`src/ctpc_pkg.sv`:
```
package ctpc_pkg;

    // Request kinds
    typedef enum logic [2:0] {
        ACT_SYNC_COUNT    = 3'd0,
        ACT_READ_COUNT    = 3'd1,
        ACT_WRITE_COUNT   = 3'd2,
        ACT_WRITE_COMPARE = 3'd3,
        ACT_SYNC_PERF     = 3'd4,
        ACT_RECORD_EVENTS = 3'd5,
        ACT_READ_PERF     = 3'd6,
        ACT_WRITE_PERF    = 3'd7
    } action_t;

    // Status bits
    localparam int ST_EXL_BIT = 1;
    localparam int ST_ERL_BIT = 2;

    // Performance control layout
    localparam int          PC_ENABLE_BIT = 31;
    localparam logic [31:0] PC_WMASK      = 32'h800f_fbfe;
    localparam logic [3:0]  CTR1_BASE     = 4'd10;
    localparam int          CTR0_EVT_LSB  = 5;
    localparam int          CTR1_EVT_LSB  = 15;

    // Event codes
    localparam logic [4:0] EV_LOW_BRANCH = 5'd0;
    localparam logic [4:0] EV_CYCLES     = 5'd1;
    localparam logic [4:0] EV_ISSUE      = 5'd2;
    localparam logic [4:0] EV_BRANCH     = 5'd3;
    localparam logic [4:0] EV_DONE       = 5'd12;
    localparam logic [4:0] EV_NON_BDS    = 5'd13;
    localparam logic [4:0] EV_COP        = 5'd14;
    localparam logic [4:0] EV_MEM        = 5'd15;

    localparam logic [31:0] OVF_SPAN = 32'h8000_0000;
    localparam logic [32:0] WRAP_SPAN = 33'h1_0000_0000;

    // Post-request snapshot handed to the deadline stage
    typedef struct packed {
        logic [31:0] read_data;
        logic        write_accepted;
        logic        timer_raised;
        logic [1:0]  overflow_mask;
        logic        timer_pending;
        logic        perf_exc;
        logic        timer_valid;
        logic [63:0] count_sync;
        logic [32:0] timer_dist;
        logic [63:0] now;
        logic [1:0]  cand_en;
        logic [63:0] perf_sync0;
        logic [63:0] perf_sync1;
        logic [31:0] rem0;
        logic [31:0] rem1;
    } snap_t;

endpackage

```
`src/cop0_timer_and_perf_counters_unit.sv`:
```
// Channel | dir | tdata fields (lowest bit up)
// s_      | in  | action 3, current_cycle 64, minimum_increment 1, status_mode 5,
//         |     | selector 6, write_value 32, event_strobes 11 (122 bits in 128)
// m_      | out | read_data 32, write_accepted 1, timer_raised 1, overflow_mask 2,
//         |     | timer_pending 1, perf_exception_pending 1, next_timer_valid 1,
//         |     | next_timer_cycle 64, next_perf_valid 1, next_perf_cycle 64 (168 bits)
//
// One request per cycle sustained while m_ accepts. Stages: input register,
// state update into the snapshot register, deadline adds into the result
// register. The state update stage is the only loop: each request sees the
// state left by the previous one. Synchronous active-low reset clears all
// timer and counter state and empties the pipe; no clearing pass. A stalled
// m_ side backs up stage by stage and drops s_tready only once all three are full.
module cop0_timer_and_perf_counters_unit (
    input  logic         aclk,
    input  logic         aresetn,
    input  logic         s_tvalid,
    output logic         s_tready,
    // action, current_cycle, minimum_increment, status_mode, selector,
    // write_value, event_strobes
    input  logic [127:0] s_tdata,
    output logic         m_tvalid,
    input  logic         m_tready,
    // read_data, write_accepted, timer_raised, overflow_mask, timer_pending,
    // perf_exception_pending, next_timer_valid, next_timer_cycle,
    // next_perf_valid, next_perf_cycle
    output logic [167:0] m_tdata
);

    // ---------------------------------------------------------------- pipe control
    logic         in_valid_reg;
    logic [121:0] in_data_reg;
    logic         mid_valid_reg;
    ctpc_pkg::snap_t mid_reg;
    ctpc_pkg::snap_t mid_next;
    logic         out_valid_reg;
    logic [167:0] out_data_reg;
    logic [167:0] out_data_next;

    logic adv_out;
    logic adv_mid;

    assign adv_out  = mid_valid_reg && (!out_valid_reg || m_tready);
    assign adv_mid  = in_valid_reg && (!mid_valid_reg || adv_out);
    assign s_tready = !in_valid_reg || adv_mid;
    assign m_tvalid = out_valid_reg;
    assign m_tdata  = out_data_reg;

    // ---------------------------------------------------------------- architectural state
    logic [31:0] count_reg,        count_next;
    logic [31:0] compare_reg,      compare_next;
    logic [31:0] perf_control_reg, perf_control_next;
    logic [31:0] perf_counter_reg [2];
    logic [31:0] perf_counter_next [2];
    logic [63:0] count_sync_reg,   count_sync_next;
    logic [63:0] perf_sync_reg [2];
    logic [63:0] perf_sync_next [2];
    logic        timer_armed_reg,  timer_armed_next;
    logic        timer_flag_reg,   timer_flag_next;

    // per-mode enable bit of a counter
    function automatic logic ctr_enable(input logic [31:0] ctrl, input logic c,
                                        input logic [4:0] status);
        logic [3:0] idx;
        idx = (c ? ctpc_pkg::CTR1_BASE : 4'd0)
            + (status[ctpc_pkg::ST_EXL_BIT] ? 4'd1 : 4'd2 + {2'b00, status[4:3]});
        return ctrl[idx];
    endfunction

    function automatic logic [4:0] ctr_event(input logic [31:0] ctrl, input logic c);
        return c ? ctrl[ctpc_pkg::CTR1_EVT_LSB +: 5] : ctrl[ctpc_pkg::CTR0_EVT_LSB +: 5];
    endfunction

    function automatic logic event_hit(input logic c, input logic [4:0] ev,
                                       input logic [10:0] s);
        logic hit;
        case (ev)
            ctpc_pkg::EV_LOW_BRANCH: hit = c & s[0];
            ctpc_pkg::EV_ISSUE:      hit = c ? s[2] : s[1];
            ctpc_pkg::EV_BRANCH:     hit = c ? s[4] : s[3];
            ctpc_pkg::EV_DONE:       hit = s[5];
            ctpc_pkg::EV_NON_BDS:    hit = s[6];
            ctpc_pkg::EV_COP:        hit = c ? s[8] : s[7];
            ctpc_pkg::EV_MEM:        hit = c ? s[10] : s[9];
            default:                 hit = 1'b0;
        endcase
        return hit;
    endfunction

    // ---------------------------------------------------------------- state update stage
    always_comb begin
        ctpc_pkg::action_t action;
        logic [63:0] now;
        logic        min_inc;
        logic [4:0]  status;
        logic [5:0]  sel;
        logic [31:0] val;
        logic [10:0] strobes;
        logic [63:0] cnt_el;
        logic        cnt_min;
        logic [63:0] cnt_inc;
        logic [31:0] cnt_diff;
        logic [32:0] cnt_dist;
        logic        cnt_raise;
        logic        allowed_old;
        logic        psync_min;
        logic        sync_perf_do;
        logic        record_do;
        logic [63:0] p_el [2];
        logic [63:0] bump_inc [2];
        logic [31:0] bumped [2];
        logic [1:0]  bump_mask;
        logic [31:0] rem_old;
        logic        ovf;
        logic [30:0] newlow;
        logic        allowed_new;
        logic [31:0] diff_new;

        action  = ctpc_pkg::action_t'(in_data_reg[2:0]);
        now     = in_data_reg[66:3];
        min_inc = in_data_reg[67];
        status  = in_data_reg[72:68];
        sel     = in_data_reg[78:73];
        val     = in_data_reg[110:79];
        strobes = in_data_reg[121:111];

        count_next           = count_reg;
        compare_next         = compare_reg;
        perf_control_next    = perf_control_reg;
        perf_counter_next[0] = perf_counter_reg[0];
        perf_counter_next[1] = perf_counter_reg[1];
        count_sync_next      = count_sync_reg;
        perf_sync_next[0]    = perf_sync_reg[0];
        perf_sync_next[1]    = perf_sync_reg[1];
        timer_armed_next     = timer_armed_reg;
        timer_flag_next      = timer_flag_reg;
        mid_next             = '0;

        // Count advance; time going backwards counts as nothing
        cnt_el   = (now >= count_sync_reg) ? now - count_sync_reg : 64'd0;
        cnt_min  = (action == ctpc_pkg::ACT_READ_COUNT)
                || (action == ctpc_pkg::ACT_SYNC_COUNT && min_inc);
        cnt_inc  = (cnt_min && cnt_el == 64'd0) ? 64'd1 : cnt_el;
        cnt_diff = compare_reg - count_reg;
        cnt_dist = (cnt_diff != 32'd0) ? {1'b0, cnt_diff} : ctpc_pkg::WRAP_SPAN;
        cnt_raise = (cnt_inc != 64'd0) && timer_armed_reg && !timer_flag_reg
                 && (cnt_inc >= {31'd0, cnt_dist});

        // Performance counters
        allowed_old  = !status[ctpc_pkg::ST_ERL_BIT]
                    && perf_control_reg[ctpc_pkg::PC_ENABLE_BIT];
        psync_min    = (action == ctpc_pkg::ACT_SYNC_PERF) ? min_inc : 1'b1;
        sync_perf_do = (action == ctpc_pkg::ACT_SYNC_PERF)
                    || (action == ctpc_pkg::ACT_READ_PERF && sel[0])
                    || (action == ctpc_pkg::ACT_WRITE_PERF && sel == 6'd0);
        record_do    = (action == ctpc_pkg::ACT_RECORD_EVENTS);

        for (int c = 0; c < 2; c++) begin
            p_el[c] = (now >= perf_sync_reg[c]) ? now - perf_sync_reg[c] : 64'd0;
            bump_inc[c] = 64'd0;
            if (allowed_old && ctr_enable(perf_control_reg, c[0], status)) begin
                if (sync_perf_do && ctr_event(perf_control_reg, c[0]) == ctpc_pkg::EV_CYCLES) begin
                    bump_inc[c] = (psync_min && p_el[c] == 64'd0) ? 64'd1 : p_el[c];
                end else if (record_do) begin
                    bump_inc[c] = {63'd0,
                        event_hit(c[0], ctr_event(perf_control_reg, c[0]), strobes)};
                end
            end
            // 31-bit count with sticky overflow on top; exact for huge advances
            rem_old = ctpc_pkg::OVF_SPAN - {1'b0, perf_counter_reg[c][30:0]};
            ovf     = bump_inc[c] >= {32'd0, rem_old};
            newlow  = perf_counter_reg[c][30:0] + bump_inc[c][30:0];
            if (bump_inc[c] != 64'd0) begin
                bumped[c]    = {perf_counter_reg[c][31] | ovf, newlow};
                bump_mask[c] = !perf_counter_reg[c][31] && ovf;
            end else begin
                bumped[c]    = perf_counter_reg[c];
                bump_mask[c] = 1'b0;
            end
        end

        if (sync_perf_do || record_do) begin
            perf_counter_next[0]   = bumped[0];
            perf_counter_next[1]   = bumped[1];
            mid_next.overflow_mask = bump_mask;
        end
        if (sync_perf_do) begin
            perf_sync_next[0] = now;
            perf_sync_next[1] = now;
        end

        unique case (action)
            ctpc_pkg::ACT_SYNC_COUNT, ctpc_pkg::ACT_READ_COUNT: begin
                count_next            = count_reg + cnt_inc[31:0];
                count_sync_next       = now;
                timer_flag_next       = timer_flag_reg | cnt_raise;
                mid_next.timer_raised = cnt_raise;
                if (action == ctpc_pkg::ACT_READ_COUNT) begin
                    mid_next.read_data = count_next;
                end
            end
            ctpc_pkg::ACT_WRITE_COUNT: begin
                count_next      = val;
                count_sync_next = now;
            end
            ctpc_pkg::ACT_WRITE_COMPARE: begin
                // any raise from this catch-up is dropped by the re-arm
                count_next       = count_reg + cnt_inc[31:0];
                count_sync_next  = now;
                compare_next     = val;
                timer_armed_next = 1'b1;
                timer_flag_next  = 1'b0;
            end
            ctpc_pkg::ACT_SYNC_PERF, ctpc_pkg::ACT_RECORD_EVENTS: begin
            end
            ctpc_pkg::ACT_READ_PERF: begin
                mid_next.read_data = sel[0] ? bumped[sel[1]] : perf_control_reg;
            end
            ctpc_pkg::ACT_WRITE_PERF: begin
                if (sel[0]) begin
                    perf_counter_next[sel[1]] = val;
                    perf_sync_next[sel[1]]    = now;
                    mid_next.write_accepted   = 1'b1;
                end else if (sel == 6'd0) begin
                    perf_control_next       = val & ctpc_pkg::PC_WMASK;
                    mid_next.write_accepted = 1'b1;
                end
            end
        endcase

        // Snapshot of post-request state for the deadline stage
        allowed_new = !status[ctpc_pkg::ST_ERL_BIT]
                   && perf_control_next[ctpc_pkg::PC_ENABLE_BIT];
        diff_new    = compare_next - count_next;
        mid_next.timer_pending = timer_flag_next;
        mid_next.perf_exc      = allowed_new
                              && (perf_counter_next[0][31] || perf_counter_next[1][31]);
        mid_next.timer_valid   = timer_armed_next && !timer_flag_next;
        mid_next.count_sync    = count_sync_next;
        mid_next.timer_dist    = (diff_new != 32'd0) ? {1'b0, diff_new} : ctpc_pkg::WRAP_SPAN;
        mid_next.now           = now;
        for (int c = 0; c < 2; c++) begin
            mid_next.cand_en[c] = allowed_new && ctr_enable(perf_control_next, c[0], status)
                               && ctr_event(perf_control_next, c[0]) == ctpc_pkg::EV_CYCLES;
        end
        mid_next.perf_sync0 = perf_sync_next[0];
        mid_next.perf_sync1 = perf_sync_next[1];
        mid_next.rem0 = ctpc_pkg::OVF_SPAN - {1'b0, perf_counter_next[0][30:0]};
        mid_next.rem1 = ctpc_pkg::OVF_SPAN - {1'b0, perf_counter_next[1][30:0]};
    end

    // ---------------------------------------------------------------- deadline stage
    always_comb begin
        logic [64:0] t_sum;
        logic [64:0] d0_sum;
        logic [64:0] d1_sum;
        logic [63:0] tcycle;
        logic [63:0] dl0;
        logic [63:0] dl1;
        logic        pvalid;
        logic [63:0] pcycle;

        // saturating adds: carry out means all ones
        t_sum  = {1'b0, mid_reg.count_sync} + {32'd0, mid_reg.timer_dist};
        d0_sum = {1'b0, mid_reg.perf_sync0} + {33'd0, mid_reg.rem0};
        d1_sum = {1'b0, mid_reg.perf_sync1} + {33'd0, mid_reg.rem1};
        dl0    = d0_sum[64] ? '1 : d0_sum[63:0];
        dl1    = d1_sum[64] ? '1 : d1_sum[63:0];
        tcycle = !mid_reg.timer_valid ? 64'd0 : (t_sum[64] ? '1 : t_sum[63:0]);

        if (mid_reg.perf_exc) begin
            // already overflowed: deadline is now
            pvalid = 1'b1;
            pcycle = mid_reg.now;
        end else begin
            pvalid = |mid_reg.cand_en;
            unique case (mid_reg.cand_en)
                2'b11:   pcycle = (dl1 < dl0) ? dl1 : dl0;
                2'b01:   pcycle = dl0;
                2'b10:   pcycle = dl1;
                default: pcycle = 64'd0;
            endcase
        end

        out_data_next = {pcycle, pvalid, tcycle, mid_reg.timer_valid, mid_reg.perf_exc,
                         mid_reg.timer_pending, mid_reg.overflow_mask,
                         mid_reg.timer_raised, mid_reg.write_accepted, mid_reg.read_data};
    end

    // ---------------------------------------------------------------- registers
    always_ff @(posedge aclk) begin
        if (!aresetn) begin
            in_valid_reg        <= 1'b0;
            mid_valid_reg       <= 1'b0;
            out_valid_reg       <= 1'b0;
            count_reg           <= '0;
            compare_reg         <= '0;
            perf_control_reg    <= '0;
            perf_counter_reg[0] <= '0;
            perf_counter_reg[1] <= '0;
            count_sync_reg      <= '0;
            perf_sync_reg[0]    <= '0;
            perf_sync_reg[1]    <= '0;
            timer_armed_reg     <= 1'b0;
            timer_flag_reg      <= 1'b0;
        end else begin
            if (s_tready) begin
                in_valid_reg <= s_tvalid;
            end
            if (adv_mid) begin
                mid_valid_reg <= 1'b1;
            end else if (adv_out) begin
                mid_valid_reg <= 1'b0;
            end
            if (adv_out) begin
                out_valid_reg <= 1'b1;
            end else if (m_tready) begin
                out_valid_reg <= 1'b0;
            end
            if (adv_mid) begin
                count_reg           <= count_next;
                compare_reg         <= compare_next;
                perf_control_reg    <= perf_control_next;
                perf_counter_reg[0] <= perf_counter_next[0];
                perf_counter_reg[1] <= perf_counter_next[1];
                count_sync_reg      <= count_sync_next;
                perf_sync_reg[0]    <= perf_sync_next[0];
                perf_sync_reg[1]    <= perf_sync_next[1];
                timer_armed_reg     <= timer_armed_next;
                timer_flag_reg      <= timer_flag_next;
            end
        end
    end

    always_ff @(posedge aclk) begin
        if (s_tready && s_tvalid) begin
            in_data_reg <= s_tdata[121:0];
        end
        if (adv_mid) begin
            mid_reg <= mid_next;
        end
        if (adv_out) begin
            out_data_reg <= out_data_next;
        end
    end

    // ---------------------------------------------------------------- assertions
    a_flag_moves_on_update: assert property (@(posedge aclk) disable iff (!aresetn)
        $rose(timer_flag_reg) |-> $past(adv_mid))
        else $error("timer flag set without a request");

    a_compare_rearms: assert property (@(posedge aclk) disable iff (!aresetn)
        adv_mid && in_data_reg[2:0] == ctpc_pkg::ACT_WRITE_COMPARE
        |=> timer_armed_reg && !timer_flag_reg)
        else $error("compare write did not re-arm the timer");

    a_pending_excludes_deadline: assert property (@(posedge aclk) disable iff (!aresetn)
        m_tvalid |-> !(m_tdata[36] && m_tdata[38]))
        else $error("timer deadline reported while pending");

    a_idle_timer_deadline_zero: assert property (@(posedge aclk) disable iff (!aresetn)
        m_tvalid && !m_tdata[38] |-> m_tdata[102:39] == 64'd0)
        else $error("timer deadline not zero when invalid");

    a_idle_perf_deadline_zero: assert property (@(posedge aclk) disable iff (!aresetn)
        m_tvalid && !m_tdata[103] |-> m_tdata[167:104] == 64'd0)
        else $error("perf deadline not zero when invalid");

endmodule

```
`config.mk`:
```
export PLATFORM = sky130hd
export DESIGN_NAME = cop0_timer_and_perf_counters_unit
export DESIGN_NICKNAME = d
export VERILOG_FILES = /design/src/ctpc_pkg.sv /design/src/cop0_timer_and_perf_counters_unit.sv
export SDC_FILE = /design/constraint.sdc
export NUM_CORES = 2
export LEC_CHECK = 0
export BUFFER_PORTS_ARGS = -buffer_cell sky130_fd_sc_hd__buf_4
export CAP_MARGIN = 30
export CORE_MARGIN = 3
export CORE_UTILIZATION = 64
export DETAILED_ROUTE_END_ITERATION = 12
export PLACE_DENSITY = 0.82
export REMOVE_ABC_BUFFERS = 1
export SLEW_MARGIN = 10
export SYNTH_ARGS = -nofsm -noshare
export SYNTH_HDL_FRONTEND = slang
export SYNTH_SLANG_ARGS = --single-unit
```
`constraint.sdc`:
```
create_clock -name aclk -period 16.15 [get_ports aclk]
set_input_delay 0 -clock aclk [delete_from_list [all_inputs] [get_ports aclk]]
set_output_delay 0 -clock aclk [all_outputs]
set_load 0.05 [all_outputs]
```
==> impl_metrics.ini <==
[power_and_ir_drop]
comb_power_share_pct = 31.1
power.switching_fraction_pct = 34.9
max-vdd-ir-drop_v = 0.000104
power.static_leakage_nw = 33.9
register_share_of_total_power_pct = 37.6
power.switching_mw = 3.00
power_frac_clock_pct = 31.3
pwr_density_cell_nw_per_um2 = 102
power_mw = 8.61
internal_power_mw = 5.61

[global_route]
gr_usage_total_pct = 41.7
gr-total-overflow = 0
antenna_found_initial = 12
grt_start_max_net_pins = 128
grt_pass1_wl_um = 388000
grt_pass1_vias = 65800

[clock_tree]
tritoncts = built
cts_root_buf = sky130_fd_sc_hd__clkbuf_16
cts-htree-levels = 3
ctsLongestPathBuffers = 3
worst_skew_pair.late_latency_ns = 0.74
clock-sinks = 1029
clk_transition_reported_paths_ns = 0.07
cts_made_buffers = 110
cts_repair_resize_count = 0

[min_path]
hold_path_depth = 2
hold_class = in -> reg

[worst_setup_path]
critical_path.startpoint_type = flop
critical_path.slowest_cell = sky130_fd_sc_hd__o32ai_1
path_class = reg -> reg
crit_path_max_incr_delay_ns = 0.93
regToRegSetupSlack_ns = 2.51
crit_path_end_kind = flop
worst-r2r-cell-count = 47
crit_fanout = 9
cp.required_ns = 16.69
critPathArrivalTime_ns = 14.17

[synth]
synth_cells = 8048
synth_cell_types = 112
syn-mean-instance-area_um2 = 9.25
post_synth_edffs = 875
ys_seq_elements = 1029
yosys_warnings = 0
mappedNetlistArea_um2 = 74400
leading_register_cell_type_out_of_synthesis = sky130_fd_sc_hd__edfxtp_1
async_flop_share_pct = 0
yosysSeqAreaShare_pct = 39.5

[drt]
detailedRoute.firstIterationViolations = 8919
drcViolationCount = 0
avgRoutedWirePerCell_um = 25.7
num_vias = 67600
first_pass_iters = 8
postRouteWirelength_um = 259000
post_drt_via_cell_ratio = 6.71
detail-route-antenna-nets = 0

[floorplan]
die_h_um = 347
io_pins = 302
start_util_pct = 64.8
chipWidth_um = 347
design.die.area_um2 = 120000
placementRows = 124
core-area_um2 = 115000

[sta]
finalSetupViolations = 0
timing.clock.skew_ns = 0.0375
final_min_period_over_clock_period_pct = 84.4
least_margin_pin_slew_ns = 1.11
totalNegativeSetupSlack_ns = 0
finalWorstSetupSlack_ns = 2.51
worst_slew_margin_rel_pct = 26.0
fmaxAchievable_mhz = 73.3
period_needed_ns = 13.64
rsz0062_at_grt = no
report.final.slew_viol_count = 0
hold_viol_final = 0

[cells_and_area]
synthToLayoutAreaGrowth_pct = 13.4
nNetsFinal = 9216
largest_register_ff_count = 394
final_core_utilization_pct = 73.5
layout-drive-gt1-share_pct = 9.81

[job]
max_cap_violations = 0

[place]
place.gp.congestion = 1.02
dp_hpwl_um = 189000
dp_worst_setup_slack_ns = 2.79
number_of_buffer_cells_added_on_primary_ports = 294

[outcome]
run_status = finished clean
## power by group through the flow
stage | sequential [mW] | clock, mW | combinational (mW)
global route | 3.24 | 2.79 | 2.88
CTS | 3.22 | 2.66 | 2.58
global placement | 3.27 | 0 | 2.44
finish | 3.23 | 2.69 | 2.68
floorplan | 3.31 | 0 | 1.71
detailed placement | 3.27 | 0 | 2.50
## path summary, 6_finish.rpt
kind / from / end
max: in_data_reg[4] / mid_reg[290]
max reg2reg: in_data_reg[4] / mid_reg[290]
min: s_tdata[91] / in_data_reg[91]
min reg2reg: mid_reg[375] / m_tdata[13]
## cell families (layout without fill, tap and decap cells)
family | Yosys count | count (layout) | share of synthesized area (%)
XOR/XNOR | 486 | 486 | 5.72
flip-flops | 1029 | 1029 | 39.5
multiplexers | 241 | 241 | 3.73
other | 0 | 6 | 0
AO/OA/AOI/OAI | 2118 | 2118 | 18.3
AND/OR/NAND/NOR | 2822 | 2822 | 18.5
adder cells (fa/ha/maj) | 620 | 620 | 10.5
buffers and inverters | 732 | 1248 | 3.78
## cell usage after synthesis (46+ instances only)
cell	number	share of area, %
sky130_fd_sc_hd__a211oi_1	47	0.47
sky130_fd_sc_hd__a21boi_0	114	1.2
sky130_fd_sc_hd__a21o_1	202	2.0
sky130_fd_sc_hd__a21oi_1	578	3.9
sky130_fd_sc_hd__a2bb2oi_1	51	0.60
sky130_fd_sc_hd__a31oi_1	70	0.59
sky130_fd_sc_hd__and2_1	86	0.72
sky130_fd_sc_hd__and3_1	112	0.94
sky130_fd_sc_hd__clkbuf_1	273	1.4
sky130_fd_sc_hd__dfxtp_1	154	4.1
sky130_fd_sc_hd__edfxtp_1	875	35
sky130_fd_sc_hd__ha_1	604	10
sky130_fd_sc_hd__inv_1	403	2.0
sky130_fd_sc_hd__mux2_2	120	1.8
sky130_fd_sc_hd__mux2i_1	94	1.3
sky130_fd_sc_hd__nand2_1	880	4.4
sky130_fd_sc_hd__nand2b_1	82	0.69
sky130_fd_sc_hd__nand3_1	175	1.2
sky130_fd_sc_hd__nand4_1	118	0.99
sky130_fd_sc_hd__nor2_1	663	3.3
sky130_fd_sc_hd__nor2b_1	230	1.9
sky130_fd_sc_hd__nor3_1	160	1.1
sky130_fd_sc_hd__nor3b_1	48	0.48
sky130_fd_sc_hd__nor4_1	46	0.39
sky130_fd_sc_hd__o211ai_1	58	0.59
sky130_fd_sc_hd__o21a_1	89	0.90
sky130_fd_sc_hd__o21ai_0	496	3.3
sky130_fd_sc_hd__o21bai_1	50	0.50
sky130_fd_sc_hd__or3_1	55	0.46
sky130_fd_sc_hd__xnor2_1	282	3.3
sky130_fd_sc_hd__xor2_1	204	2.4
## worst max-delay path: cells and delay by family (launching register included)
kind | cells | cell delay, ns
xor+xnor | 2 | 0.26
buf+inv | 2 | 0.26
flops | 1 | 0.88
fa+ha+maj | 5 | 1.64
mux | 1 | 0.09
simple gates | 19 | 5.97
compound gates | 18 | 4.32
## cells in the final DEF, fill, tap and decap left out, types with 50 or more instances in the layout
| master | Yosys | routed |
|---|---|---|
| sky130_fd_sc_hd__edfxtp_1 | 875 | 875 |
| sky130_fd_sc_hd__nand2_1 | 880 | 874 |
| sky130_fd_sc_hd__nor2_1 | 663 | 663 |
| sky130_fd_sc_hd__ha_1 | 604 | 604 |
| sky130_fd_sc_hd__a21oi_1 | 578 | 578 |
| sky130_fd_sc_hd__o21ai_0 | 496 | 496 |
| sky130_fd_sc_hd__buf_4 | 4 | 411 |
| sky130_fd_sc_hd__inv_1 | 403 | 403 |
| sky130_fd_sc_hd__xnor2_1 | 282 | 282 |
| sky130_fd_sc_hd__nor2b_1 | 230 | 228 |
| sky130_fd_sc_hd__dlygate4sd3_1 | 0 | 209 |
| sky130_fd_sc_hd__xor2_1 | 204 | 204 |
| sky130_fd_sc_hd__a21o_1 | 202 | 202 |
| sky130_fd_sc_hd__nand3_1 | 175 | 172 |
| sky130_fd_sc_hd__nor3_1 | 160 | 159 |
| sky130_fd_sc_hd__dfxtp_1 | 154 | 154 |
| sky130_fd_sc_hd__mux2_2 | 120 | 120 |
| sky130_fd_sc_hd__nand4_1 | 118 | 118 |
| sky130_fd_sc_hd__a21boi_0 | 114 | 114 |
| sky130_fd_sc_hd__and3_1 | 112 | 112 |
| sky130_fd_sc_hd__clkbuf_16 | 0 | 112 |
| sky130_fd_sc_hd__mux2i_1 | 94 | 94 |
| sky130_fd_sc_hd__o21a_1 | 89 | 89 |
| sky130_fd_sc_hd__and2_1 | 86 | 85 |
| sky130_fd_sc_hd__nand2b_1 | 82 | 82 |
| sky130_fd_sc_hd__a31oi_1 | 70 | 69 |
| sky130_fd_sc_hd__o211ai_1 | 58 | 58 |
| sky130_fd_sc_hd__or3_1 | 55 | 55 |
| sky130_fd_sc_hd__a2bb2oi_1 | 51 | 51 |
| sky130_fd_sc_hd__o21bai_1 | 50 | 50 |
## cell type report
class / instances / area [µm²]
diodes: 6 / 15.0
clock buffers: 134 / 2910
multi-input cells: 6287 / 42400
inverters: 406 / 1530
clock inverters: 73 / 812
flip-flops and latches: 1029 / 29400
well taps: 1512 / 1890
repair buffers: 635 / 5470
fillers: 8078 / 30500
## layer usage
| layer | routed length [µm] | track usage [%] | vias up |
|---|---|---|---|
| met2 | 114000 | 65.2 | 4162 |
| met4 | 15000 | 21.0 | 12 |
| met1 | 98600 | 54.9 | 32200 |
| li1 | - | - | 30300 |
| met3 | 31400 | 8.96 | 886 |
| met5 | 91 | 0 | - |
## timing repair
item / CTS / global route
endpoints found under the setup margin: 0 / 0
endpoints found under the hold margin: 163 / 0
hold buffers: 209 / 0
setup buffers: 0 / 0
## per-stage QoR
stage	std cells	hold WS [ns]	cell area, µm²
final	10100	0.0177	84300
after global routing	10100	0.0181	84300
after CTS	10100	0.0000880	84200
after detailed placement	9651	0.179	78300
after global placement	9645	0.178	78200
after floorplan	7722	0.0989	73100
(Power assumes the default switching activity.)
